### src/rtl/bpc_pkg.sv
package bpc_pkg;

   localparam int unsigned WORD_W = 32;

   typedef logic [WORD_W-1:0] word_type;

   // fixed terms of the compensation formula
   localparam word_type B6_OFFSET   = 32'd4000;
   localparam word_type X3_OFFSET   = 32'd32768;
   localparam word_type B7_SCALE    = 32'd50000;
   localparam word_type FIT_SQUARE  = 32'd3038;
   localparam word_type FIT_LINEAR  = 32'hFFFF_E343;   // -7357
   localparam word_type FIT_OFFSET  = 32'd3791;

endpackage

### src/rtl/bpc_div.sv
module bpc_div (
   input  logic                 clock,
   input  logic                 reset,
   input  logic                 start,
   input  bpc_pkg::word_type    dividend,
   input  bpc_pkg::word_type    divisor,
   output logic                 done,
   output bpc_pkg::word_type    quotient
);

   localparam int unsigned CNT_W = $clog2(bpc_pkg::WORD_W + 1);

   logic                    busy_ff, busy_in;
   logic                    done_ff, done_in;
   logic [CNT_W-1:0]        cnt_ff, cnt_in;
   logic [bpc_pkg::WORD_W:0] rem_ff, rem_in;
   bpc_pkg::word_type       quo_ff, quo_in;
   bpc_pkg::word_type       dvs_ff, dvs_in;
   logic [bpc_pkg::WORD_W:0] trial;
   logic [bpc_pkg::WORD_W:0] shifted;

   // one restoring step a cycle
   always_comb begin
      busy_in = busy_ff;
      done_in = 1'b0;
      cnt_in  = cnt_ff;
      rem_in  = rem_ff;
      quo_in  = quo_ff;
      dvs_in  = dvs_ff;
      shifted = {rem_ff[bpc_pkg::WORD_W-1:0], quo_ff[bpc_pkg::WORD_W-1]};
      trial   = shifted - {1'b0, dvs_ff};
      if (start) begin
         busy_in = 1'b1;
         cnt_in  = CNT_W'(bpc_pkg::WORD_W);
         rem_in  = '0;
         quo_in  = dividend;
         dvs_in  = divisor;
      end else if (busy_ff) begin
         if (!trial[bpc_pkg::WORD_W]) begin
            rem_in = trial;
            quo_in = {quo_ff[bpc_pkg::WORD_W-2:0], 1'b1};
         end else begin
            rem_in = shifted;
            quo_in = {quo_ff[bpc_pkg::WORD_W-2:0], 1'b0};
         end
         cnt_in = cnt_ff - CNT_W'(1);
         if (cnt_ff == CNT_W'(1)) begin
            busy_in = 1'b0;
            done_in = 1'b1;
         end
      end
   end

   always_ff @(posedge clock) begin
      if (reset) begin
         busy_ff <= 1'b0;
         done_ff <= 1'b0;
         cnt_ff  <= '0;
      end else begin
         busy_ff <= busy_in;
         done_ff <= done_in;
         cnt_ff  <= cnt_in;
      end
      rem_ff <= rem_in;
      quo_ff <= quo_in;
      dvs_ff <= dvs_in;
   end

   assign done     = done_ff;
   assign quotient = quo_ff;

endmodule

### src/rtl/barometric_pressure_compensation_core.sv
// a temperature transfer only stores its reading and gives no result; a pressure
// transfer runs two 32-step divisions on the shared divider plus eleven multiplies and
// ends early with a fault result on a zero divisor; a result waits while rsp_ready is low.
// req_ready is high only when the sequencer idles, so one pressure transfer runs at a time.
// reset: synchronous, active high; calibration, oversampling and stored
// temperature clear to zero, no result pending.
module barometric_pressure_compensation_core (
   input  logic        clock,
   input  logic        reset,
   input  logic        req_valid,
   output logic        req_ready,
   input  logic        req_func,
   input  logic [18:0] req_raw_value,
   output logic        rsp_valid,
   input  logic        rsp_ready,
   output logic [31:0] rsp_pressure_pa,
   output logic        rsp_div_fault,
   input  logic        csr_we,
   input  logic [1:0]  csr_index,
   input  logic [63:0] csr_wdata
);

   // register indexes
   localparam logic [1:0] REG_CAL_A = 2'd0;
   localparam logic [1:0] REG_CAL_B = 2'd1;
   localparam logic [1:0] REG_CAL_C = 2'd2;
   localparam logic [1:0] REG_OSS   = 2'd3;

   // sequencer states
   localparam logic [3:0] ST_IDLE = 4'd0;
   localparam logic [3:0] ST_T1   = 4'd1;
   localparam logic [3:0] ST_D1   = 4'd2;
   localparam logic [3:0] ST_P1   = 4'd3;
   localparam logic [3:0] ST_P2   = 4'd4;
   localparam logic [3:0] ST_P3   = 4'd5;
   localparam logic [3:0] ST_P4   = 4'd6;
   localparam logic [3:0] ST_P5   = 4'd7;
   localparam logic [3:0] ST_P6   = 4'd8;
   localparam logic [3:0] ST_P7   = 4'd9;
   localparam logic [3:0] ST_D2   = 4'd10;
   localparam logic [3:0] ST_P8   = 4'd11;
   localparam logic [3:0] ST_P9   = 4'd12;
   localparam logic [3:0] ST_P10  = 4'd13;

   typedef bpc_pkg::word_type word_type;

   logic [3:0]  state_ff, state_in;
   logic [63:0] cal_a_ff, cal_a_in;
   logic [63:0] cal_b_ff, cal_b_in;
   logic [47:0] cal_c_ff, cal_c_in;
   logic [1:0]  oss_ff, oss_in;
   logic [15:0] ut_ff, ut_in;
   logic [18:0] up_ff, up_in;
   word_type    a_ff, a_in, b_ff, b_in;     // shared multiplier operands
   word_type    acc_ff, acc_in;             // running x1 / partial sums
   word_type    b6_ff, b6_in, sq_ff, sq_in, b3_ff, b3_in, b4_ff, b4_in, p_ff, p_in;
   logic        flag_ff, flag_in;           // quotient sign, or post-shift of p
   logic        rsp_valid_ff, rsp_valid_in;
   word_type    rsp_p_ff, rsp_p_in;
   logic        rsp_fault_ff, rsp_fault_in;

   word_type    prod;
   logic        div_start, div_done;
   word_type    div_dividend, div_divisor, div_quotient;
   logic        out_free;

   // calibration fields
   word_type ac1, ac2, ac3, ac4, ac5, ac6, b1, b2, mc, md;
   assign ac1 = 32'($signed(cal_a_ff[63:48]));
   assign ac2 = 32'($signed(cal_a_ff[47:32]));
   assign ac3 = 32'($signed(cal_a_ff[31:16]));
   assign ac4 = {16'd0, cal_a_ff[15:0]};
   assign ac5 = {16'd0, cal_b_ff[63:48]};
   assign ac6 = {16'd0, cal_b_ff[47:32]};
   assign b1  = 32'($signed(cal_b_ff[31:16]));
   assign b2  = 32'($signed(cal_b_ff[15:0]));
   assign mc  = 32'($signed(cal_c_ff[31:16]));
   assign md  = 32'($signed(cal_c_ff[15:0]));

   // the one shared multiplier, low word of the product
   assign prod = 32'(a_ff * b_ff);

   assign out_free = !rsp_valid_ff || rsp_ready;

   bpc_div u_div (
      .clock    (clock),
      .reset    (reset),
      .start    (div_start),
      .dividend (div_dividend),
      .divisor  (div_divisor),
      .done     (div_done),
      .quotient (div_quotient)
   );

   always_comb begin
      word_type x1, x2, x3, den, mc_sh, q, b7, pv;
      state_in     = state_ff;
      cal_a_in     = cal_a_ff;
      cal_b_in     = cal_b_ff;
      cal_c_in     = cal_c_ff;
      oss_in       = oss_ff;
      ut_in        = ut_ff;
      up_in        = up_ff;
      a_in         = a_ff;
      b_in         = b_ff;
      acc_in       = acc_ff;
      b6_in        = b6_ff;
      sq_in        = sq_ff;
      b3_in        = b3_ff;
      b4_in        = b4_ff;
      p_in         = p_ff;
      flag_in      = flag_ff;
      rsp_valid_in = rsp_valid_ff && !rsp_ready;
      rsp_p_in     = rsp_p_ff;
      rsp_fault_in = rsp_fault_ff;
      div_start    = 1'b0;
      div_dividend = '0;
      div_divisor  = '0;
      x1    = $signed(prod) >>> 15;
      den   = x1 + md;
      mc_sh = mc << 11;
      q     = flag_ff ? (32'd0 - div_quotient) : div_quotient;
      x2    = '0;
      x3    = '0;
      b7    = prod;
      pv    = flag_ff ? (div_quotient << 1) : div_quotient;

      if (csr_we) begin
         unique case (csr_index)
            REG_CAL_A: cal_a_in = csr_wdata;
            REG_CAL_B: cal_b_in = csr_wdata;
            REG_CAL_C: cal_c_in = csr_wdata[47:0];
            REG_OSS:   oss_in   = csr_wdata[1:0];
            default:   ;
         endcase
      end

      unique case (state_ff)
         ST_IDLE: begin
            if (req_valid) begin
               if (!req_func) begin
                  ut_in = req_raw_value[15:0];
               end else begin
                  up_in    = req_raw_value;
                  a_in     = {16'd0, ut_ff} - ac6;
                  b_in     = ac5;
                  state_in = ST_T1;
               end
            end
         end
         ST_T1: begin
            // temperature term and start of the first division, or a fault result on a zero divisor
            acc_in = x1;
            if (den == '0) begin
               if (out_free) begin
                  rsp_valid_in = 1'b1;
                  rsp_p_in     = '0;
                  rsp_fault_in = 1'b1;
                  state_in     = ST_IDLE;
               end
            end else begin
               div_start    = 1'b1;
               div_dividend = mc_sh[31] ? (32'd0 - mc_sh) : mc_sh;
               div_divisor  = den[31] ? (32'd0 - den) : den;
               flag_in      = mc_sh[31] ^ den[31];
               state_in     = ST_D1;
            end
         end
         ST_D1: begin
            if (div_done) begin
               x2       = acc_ff + q;                       // b5
               b6_in    = x2 - bpc_pkg::B6_OFFSET;
               a_in     = x2 - bpc_pkg::B6_OFFSET;
               b_in     = x2 - bpc_pkg::B6_OFFSET;
               state_in = ST_P1;
            end
         end
         ST_P1: begin
            sq_in    = $signed(prod) >>> 12;
            a_in     = b2;
            b_in     = $signed(prod) >>> 12;
            state_in = ST_P2;
         end
         ST_P2: begin
            acc_in   = $signed(prod) >>> 11;
            a_in     = ac2;
            b_in     = b6_ff;
            state_in = ST_P3;
         end
         ST_P3: begin
            x3       = acc_ff + word_type'($signed(prod) >>> 11);
            x2       = (((ac1 << 2) + x3) << oss_ff) + 32'd2;
            b3_in    = $signed(x2) >>> 2;
            a_in     = ac3;
            b_in     = b6_ff;
            state_in = ST_P4;
         end
         ST_P4: begin
            acc_in   = $signed(prod) >>> 13;
            a_in     = b1;
            b_in     = sq_ff;
            state_in = ST_P5;
         end
         ST_P5: begin
            x2       = acc_ff + word_type'($signed(prod) >>> 16) + 32'd2;
            x3       = $signed(x2) >>> 2;
            a_in     = ac4;
            b_in     = x3 + bpc_pkg::X3_OFFSET;
            state_in = ST_P6;
         end
         ST_P6: begin
            // b4, the divisor of the pressure step
            b4_in = prod >> 15;
            if ((prod >> 15) == '0) begin
               if (out_free) begin
                  rsp_valid_in = 1'b1;
                  rsp_p_in     = '0;
                  rsp_fault_in = 1'b1;
                  state_in     = ST_IDLE;
               end
            end else begin
               a_in     = {13'd0, up_ff} - b3_ff;
               b_in     = bpc_pkg::B7_SCALE >> oss_ff;
               state_in = ST_P7;
            end
         end
         ST_P7: begin
            div_start    = 1'b1;
            div_dividend = b7[31] ? b7 : (b7 << 1);
            div_divisor  = b4_ff;
            flag_in      = b7[31];
            state_in     = ST_D2;
         end
         ST_D2: begin
            if (div_done) begin
               p_in     = pv;
               a_in     = $signed(pv) >>> 8;
               b_in     = $signed(pv) >>> 8;
               state_in = ST_P8;
            end
         end
         ST_P8: begin
            a_in     = prod;
            b_in     = bpc_pkg::FIT_SQUARE;
            state_in = ST_P9;
         end
         ST_P9: begin
            acc_in   = $signed(prod) >>> 16;
            a_in     = p_ff;
            b_in     = bpc_pkg::FIT_LINEAR;
            state_in = ST_P10;
         end
         ST_P10: begin
            if (out_free) begin
               x2           = acc_ff + word_type'($signed(prod) >>> 16) + bpc_pkg::FIT_OFFSET;
               rsp_valid_in = 1'b1;
               rsp_p_in     = p_ff + word_type'($signed(x2) >>> 4);
               rsp_fault_in = 1'b0;
               state_in     = ST_IDLE;
            end
         end
         default: state_in = ST_IDLE;
      endcase
   end

   always_ff @(posedge clock) begin
      if (reset) begin
         state_ff     <= ST_IDLE;
         cal_a_ff     <= '0;
         cal_b_ff     <= '0;
         cal_c_ff     <= '0;
         oss_ff       <= '0;
         ut_ff        <= '0;
         rsp_valid_ff <= 1'b0;
      end else begin
         state_ff     <= state_in;
         cal_a_ff     <= cal_a_in;
         cal_b_ff     <= cal_b_in;
         cal_c_ff     <= cal_c_in;
         oss_ff       <= oss_in;
         ut_ff        <= ut_in;
         rsp_valid_ff <= rsp_valid_in;
      end
      up_ff        <= up_in;
      a_ff         <= a_in;
      b_ff         <= b_in;
      acc_ff       <= acc_in;
      b6_ff        <= b6_in;
      sq_ff        <= sq_in;
      b3_ff        <= b3_in;
      b4_ff        <= b4_in;
      p_ff         <= p_in;
      flag_ff      <= flag_in;
      rsp_p_ff     <= rsp_p_in;
      rsp_fault_ff <= rsp_fault_in;
   end

   assign req_ready       = (state_ff == ST_IDLE);
   assign rsp_valid       = rsp_valid_ff;
   assign rsp_pressure_pa = rsp_p_ff;
   assign rsp_div_fault   = rsp_fault_ff;

`ifndef NO_ASSERTIONS
   // the divider is only kicked off from the two launch states
   a_div_start_state: assert property (@(posedge clock) disable iff (reset)
      div_start |-> (state_ff == ST_T1 || state_ff == ST_P7))
      else $error("divider started outside a launch state");

   // a finished division is only ever seen by a waiting state
   a_div_done_state: assert property (@(posedge clock) disable iff (reset)
      div_done |-> (state_ff == ST_D1 || state_ff == ST_D2))
      else $error("division finished with no state waiting");

   // a fault result always carries zero pressure
   a_fault_zero: assert property (@(posedge clock) disable iff (reset)
      (rsp_valid && rsp_div_fault) |-> (rsp_pressure_pa == '0))
      else $error("fault result with nonzero pressure");

   // the last step lands a result whenever the output is free
   a_final_result: assert property (@(posedge clock) disable iff (reset)
      (state_ff == ST_P10 && out_free) |=> rsp_valid)
      else $error("final step gave no result");
`endif

endmodule

### config.mk
export PLATFORM = sky130hd
export DESIGN_NAME = barometric_pressure_compensation_core
export DESIGN_NICKNAME = d
export VERILOG_FILES = /design/src/rtl/bpc_pkg.sv /design/src/rtl/bpc_div.sv /design/src/rtl/barometric_pressure_compensation_core.sv
export SDC_FILE = /design/constraint.sdc
export NUM_CORES = 2
export LEC_CHECK = 0
export BUFFER_PORTS_ARGS = -buffer_cell sky130_fd_sc_hd__buf_2
export CAP_MARGIN = 0
export CORE_ASPECT_RATIO = 1.5
export CORE_MARGIN = 2
export CORE_UTILIZATION = 40
export DETAILED_ROUTE_END_ITERATION = 8
export GPL_TIMING_DRIVEN = 0
export PLACE_DENSITY = 0.66
export SYNTH_ARGS = -nofsm -noshare
export SYNTH_HDL_FRONTEND = slang
export SYNTH_SLANG_ARGS = --single-unit
### constraint.sdc
create_clock -name clock -period 12.63 [get_ports clock]
set_clock_uncertainty 0.1 [all_clocks]
set_input_delay 1.263 -clock clock [delete_from_list [all_inputs] [get_ports clock]]
set_output_delay 1.263 -clock clock [all_outputs]
set_load 0.01 [all_outputs]
Yosys cells after proc, flatten, opt, wreduce, memory -nomap -nowiden:

Index checks and enable logic that the tools add are counted.

* register bits: 567
* input port bits: 91
* output and inout bits: 35
* logic and storage cells: 163

* $add $sub $neg: 18
* multipliers: 1
* equal/unequal tests: 26
* shifts and indexed selects: 2
* muxes and demuxes: 56
* bitwise operators: 3
* reduce and logical (&&, ||, !) cells: 30

Operators by type and width (number)
* 32-bit two-way mux: 22
* 32-bit one-hot mux with 11 select lines: 1
* 32-bit one-hot mux with 10 select lines: 1
* 32-bit adder: 5
* 32-bit one-hot mux with 2 select lines: 2
* 32-bit one-hot mux with 4 select lines: 1
* 32-bit one-hot mux with 3 select lines: 1
* 32-bit by 2-bit adder with 32-bit output, second input constant: 2
* 32-bit zero test: 2
* 4-bit one-hot mux with 14 select lines: 1
* 33-bit by 32-bit subtractor with 33-bit output: 1
* 32-bit by 12-bit adder with 32-bit output, second input constant: 1
* 32-bit by 32-bit multiplier with 32-bit output: 1
* 32-bit by 2-bit << shifter with 32-bit output: 1
* 16-bit by 2-bit >> shifter with 32-bit output, first input constant: 1
* 1-bit by 32-bit subtractor with 32-bit output, first input constant: 1
* 32-bit by 12-bit subtractor with 32-bit output, second input constant: 1
* 30-bit by 17-bit adder with 31-bit output, second input constant: 1
* 20-bit by 30-bit subtractor with 31-bit output: 1
* 4-bit two-way mux: 7
* 1-bit by 27-bit subtractor with 28-bit output, first input constant: 1
* 4-bit equality test, second input constant: 6
* 1-bit by 18-bit subtractor with 19-bit output, first input constant: 1
* 17-bit by 16-bit adder with 18-bit output: 1
* other kinds (32): 73

Longest topological paths before layout:

* depth after elaboration: 6
* gate-level depth with buffers: 51
* depth with buffers taken out: 49

Cells and area by module:

A second synthesis with hierarchy kept.

* cells, all modules: 5923
* area, all modules: 53148.5 µm²

By module, submodules not included
* barometric_pressure_compensation_core: times used 1, cells each 5372, area each 47204.0 µm²
* bpc_div: times used 1, cells each 551, area each 5944.5 µm²

Least setup slack after synthesis:

Ideal clock, no wire load.

* path kind: register -> register
* from: reg b_ff[6]
* to: reg rsp_p_ff[31] (netlist: rsp_pressure_pa[31]), data pin
* arrival: 11.561 ns
* data required time: 12.264 ns
* setup slack: 0.703 ns
* cell stages (with the launch flop): 49
* cell sequence: edfxtp_1 clkbuf_1 and2_1 fa_1 fa_1 fa_1 inv_1 fa_1 inv_1 fa_1 inv_1 fa_1 inv_1 fa_1 fa_1 ha_1 a211oi_1 nand2_1 (+13 left out) a21bo_2 nor3_2 and3_1 and3_1 clkbuf_1 xnor2_1 ha_1 o211ai_1 a31oi_1 o31a_1 o41ai_2 o21a_1 o31a_1 o211ai_1 a21o_1 a21oi_1 xnor2_1 nor2_1

* longest elaborated chain between the ends: 6

RTL lines
* start: declaration: line barometric_pressure_compensation_core.sv:54 `word_type a_ff, a_in, b_ff, b_in;`
* start signal: assignment: line barometric_pressure_compensation_core.sv:286 `b_ff <= b_in;`
* 32-bit by 32-bit multiplier with 32-bit output: line barometric_pressure_compensation_core.sv:81 `assign prod = 32'(a_ff * b_ff);`
* 32-bit adder: line barometric_pressure_compensation_core.sv:255 `x2 = acc_ff + word_type'($signed(prod) >>> 16) + bpc_pkg::FIT_OFFSET;`
* 32-bit by 12-bit adder with 32-bit output: line barometric_pressure_compensation_core.sv:255
* 32-bit adder: line barometric_pressure_compensation_core.sv:257 `rsp_p_in = p_ff + word_type'($signed(x2) >>> 4);`
* 32-bit two-way mux: line barometric_pressure_compensation_core.sv:254 `if (out_free) begin`
* 32-bit one-hot mux with 3 select lines: line barometric_pressure_compensation_core.sv:138 `unique case (state_ff)`
* end signal: assignment: line barometric_pressure_compensation_core.sv:294 `rsp_p_ff <= rsp_p_in;`
* end: declaration: line barometric_pressure_compensation_core.sv:59 `word_type rsp_p_ff, rsp_p_in;`

Every way passes these cells. The select of a mux whose other input is x is not followed.
A chain may end at the register's enable or synchronous reset.

Final worst setup path:

* from: reg a_ff[7]
* to: reg rsp_p_ff[31] (netlist: rsp_pressure_pa[31]), data pin

* longest elaborated chain between the ends: 6

RTL lines
* start: declaration: line barometric_pressure_compensation_core.sv:54
* start signal: assignment: line barometric_pressure_compensation_core.sv:285 `a_ff <= a_in;`
* 32-bit by 32-bit multiplier with 32-bit output: line barometric_pressure_compensation_core.sv:81
* named net prod[23]: line barometric_pressure_compensation_core.sv:62 `word_type prod;`
* 32-bit adder: line barometric_pressure_compensation_core.sv:255
* 32-bit by 12-bit adder with 32-bit output: line barometric_pressure_compensation_core.sv:255
* 32-bit adder: line barometric_pressure_compensation_core.sv:257
* 32-bit two-way mux: line barometric_pressure_compensation_core.sv:254
* 32-bit one-hot mux with 3 select lines: line barometric_pressure_compensation_core.sv:138

The timed path passes the listed nets, and every way through them passes these cells. The select of a mux whose other input is x is not followed.

==> qor.yml <==
drv_slew: 10
outcome: "finished with violations"
yosys_warnings: 0
grt_max_degree: 33
synth_fp_nets: 6826
rows: 162
dieArea_um2: 134100
drtAntennaViolNets: 0
hold_buffers: 0
hold_end: "cal_a_ff[60]"
worst_pin_slew_ns: 1.598
routed_wl_mm: 225.3
port_buffers: 124
fin_nets: 7150
rr_endpoint: "rsp_pressure_pa[31]"
mappedNetlistArea_um2: 52460
track_usage_pct: 33.14
setup_viol_count_final: 0
ys_seq_elements: 543
drive_above_1_share_pct: 10.99
hp-class: "flip-flop to flip-flop"
finalCritPeriodShare_pct: 98.30
whs_path_depth: 2
io_pins: 126
path_common_cell: "fa_1"
max_cap_viol_count: 2
clk_pin_slew_ns: 0.07
crit_fanout: 10
core_area_um2: 130100
cts_buffer_depth: 3
seq_area_frac_synth_pct: 26.83
yosysUniqueCellTypes: 107
rrSetupSlack_ns: 0.21
hold_slack_ns: 0.3577
grt_pass1_vias: 46570
drtIter0Drc: 4339
maxSlewHeadroom_pct: -7.635
crit_slowest_cell: "fa_1"
h-tree-depth: 2
violations: "capacitance limit, slew limit"
criticalPathCategory: "flip-flop to flip-flop"
grt_pass1_wl_mm: 318.8
antenna_found_initial: 22
rr_startpoint: "a_ff[7]"
drc: 0
timing.setup.tns_ns: 0
max_freq_mhz: 80.55
synthArstFlopShare_pct: 0
reg_top3: "cal_a_ff x64, cal_b_ff x64"
die_w_um: 299.7
layout_commonest_cell: "nand2_1"
gp_congestion: 1.044
finalHoldViolCount: 0
vias: 47280
period_needed_ns: 12.42
hold_start: "cal_a_ff[60]"
r2r_cells: 49
root_buffer: "clkbuf_16"
synthFlopType: "edfxtp_1"
syn_to_final_growth_pct: 13.38
wire_per_inst_um: 28.04
layout_common_cells: "nand2_1, inv_1, a21oi_1"
hpwlAfterDp_mm: 177.3
gr-total-overflow: 0
cts_sinks: 543
worstSetupStartpoint: "a_ff[7]"
rsz0062_at_grt: "true"
syn_inst: 5940
vias_per_cell: 5.883
cp.required_ns: 12.94
crit_path_max_incr_delay_ns: 0.62
place_inst: 7808
cts_made_buffers: 52
syn_avg_cell_area_um2: 8.832
first_pass_iters: 6
startpoint_type: "flip-flop"
worst-endpoint-arrival_ns: 12.73
worstSetupEndpointType: "flip-flop"
tritoncts: "done"
fin_cells: 8036
die_h_um: 447.5
synth-edff-count: 320
clkLatencyLatePin_ns: 0.70
start_util_pct: 40.31
-- timing repair --
| item | CTS | global route |
|---|---|---|
| endpoints found under the setup margin | 192 | 32 |
| setup buffers | 56 | 85 |
| hold endpoints to repair | 0 | 0 |
| resized for setup | 105 | 154 |
| cloned | 1 | 0 |
| pin swaps | 6 | 69 |
-- worst max-delay path, delay by kind of cell (launching register included) --
kind | cells | cell delay (ns)
AO/OA/AOI/OAI | 15 | 3.35
adder cells (fa/ha/maj) | 11 | 4.63
XOR/XNOR | 2 | 0.33
AND/OR/NAND/NOR | 10 | 1.94
flip-flops | 1 | 0.56
buffers and inverters | 11 | 1.25
-- cell type report --
| cell class | instances | area [um2] |
|---|---|---|
| Fill cell | 12830 | 70650 |
| Buffer | 278 | 1246 |
| Inverter | 663 | 2511 |
| Antenna cell | 7 | 17.52 |
| Multi-Input combinational cell | 4438 | 35670 |
| Timing Repair Buffer | 287 | 2038 |
| Timing Repair inverter | 1 | 5.005 |
| Clock buffer | 69 | 1531 |
| Sequential cell | 543 | 14070 |
| Clock inverter | 28 | 236.5 |
| Tap cell | 1722 | 2155 |
-- layer usage --
metal	track usage, %	vias up	wire length (um)
li1	-	20890	-
met1	34.58	23100	75050
met2	54.15	2356	103000
met3	7.848	910	19220
met4	32.71	20	27900
met5	0	-	161
-- Yosys cell counts, drive strengths merged, types with 13 or more instances --
library cell  number  area share [%]
nor2b             43            0.53
nor3              87            0.90
a222oi            24            0.46
and3              25            0.31
mux2              36            0.77
and2             311             3.7
nand4             38            0.48
a211oi            39            0.56
a21oi            482             4.6
or3               18            0.22
o2111ai           13            0.23
ha               360             8.6
a21o              78             1.1
or2               23            0.27
xor2             128             2.2
o31a              17            0.28
o41ai             17            0.33
clkbuf           265             1.9
o22ai             26            0.32
a31oi             37            0.44
o21ai            192             1.8
nor4              24            0.40
o31ai             28            0.40
fa               435              17
a211o             18            0.30
mux2i             33            0.63
inv              661             4.7
o21bai            21            0.31
xnor2            227             3.8
o211ai            32            0.47
a221oi            34            0.57
nor2             315             2.3
nand3             68            0.65
a221o             16            0.31
a22oi             75             1.1
nand2            854             6.1
buf               31            0.28
o21a              51            0.73
dfxtp            223             8.5
nand2b            42            0.50
edfxtp           320              18
-- stage by stage --
step                      cell area, um2  util, %  worst slack (ns)
after floorplan                    52460        -            0.7030
after global placement             55240    42.45            -3.564
after detailed placement           55700    42.80            -2.717
after CTS                          58240    44.75           -0.1611
after global routing               59470    45.70           -0.2396
final                              59480    45.71            0.2147
-- how the worst max path moves through the flow --
stage	to
2_1_floorplan	rsp_pressure_pa[31]
3_3_place_gp	rsp_pressure_pa[0]
3_5_place_dp	rsp_pressure_pa[31]
4_1_cts	rsp_pressure_pa[31]
5_1_grt	rsp_pressure_pa[31]
6_report	rsp_pressure_pa[31]
-- cells by family after synthesis --
| kind of cell | count (synthesis) | share of synthesized area, % |
|---|---|---|
| mux | 70 | 1.445 |
| xor+xnor | 355 | 5.955 |
| simple gates | 1904 | 17.28 |
| buf+inv | 959 | 6.921 |
| compound gates | 1313 | 16.38 |
| flops | 543 | 26.83 |
| fa+ha+maj | 795 | 25.19 |
| other cells | 1 | 0.007148 |
Power is not shown: default switching activity piles up to over one toggle a cycle in this logic, so the estimate is an artifact.
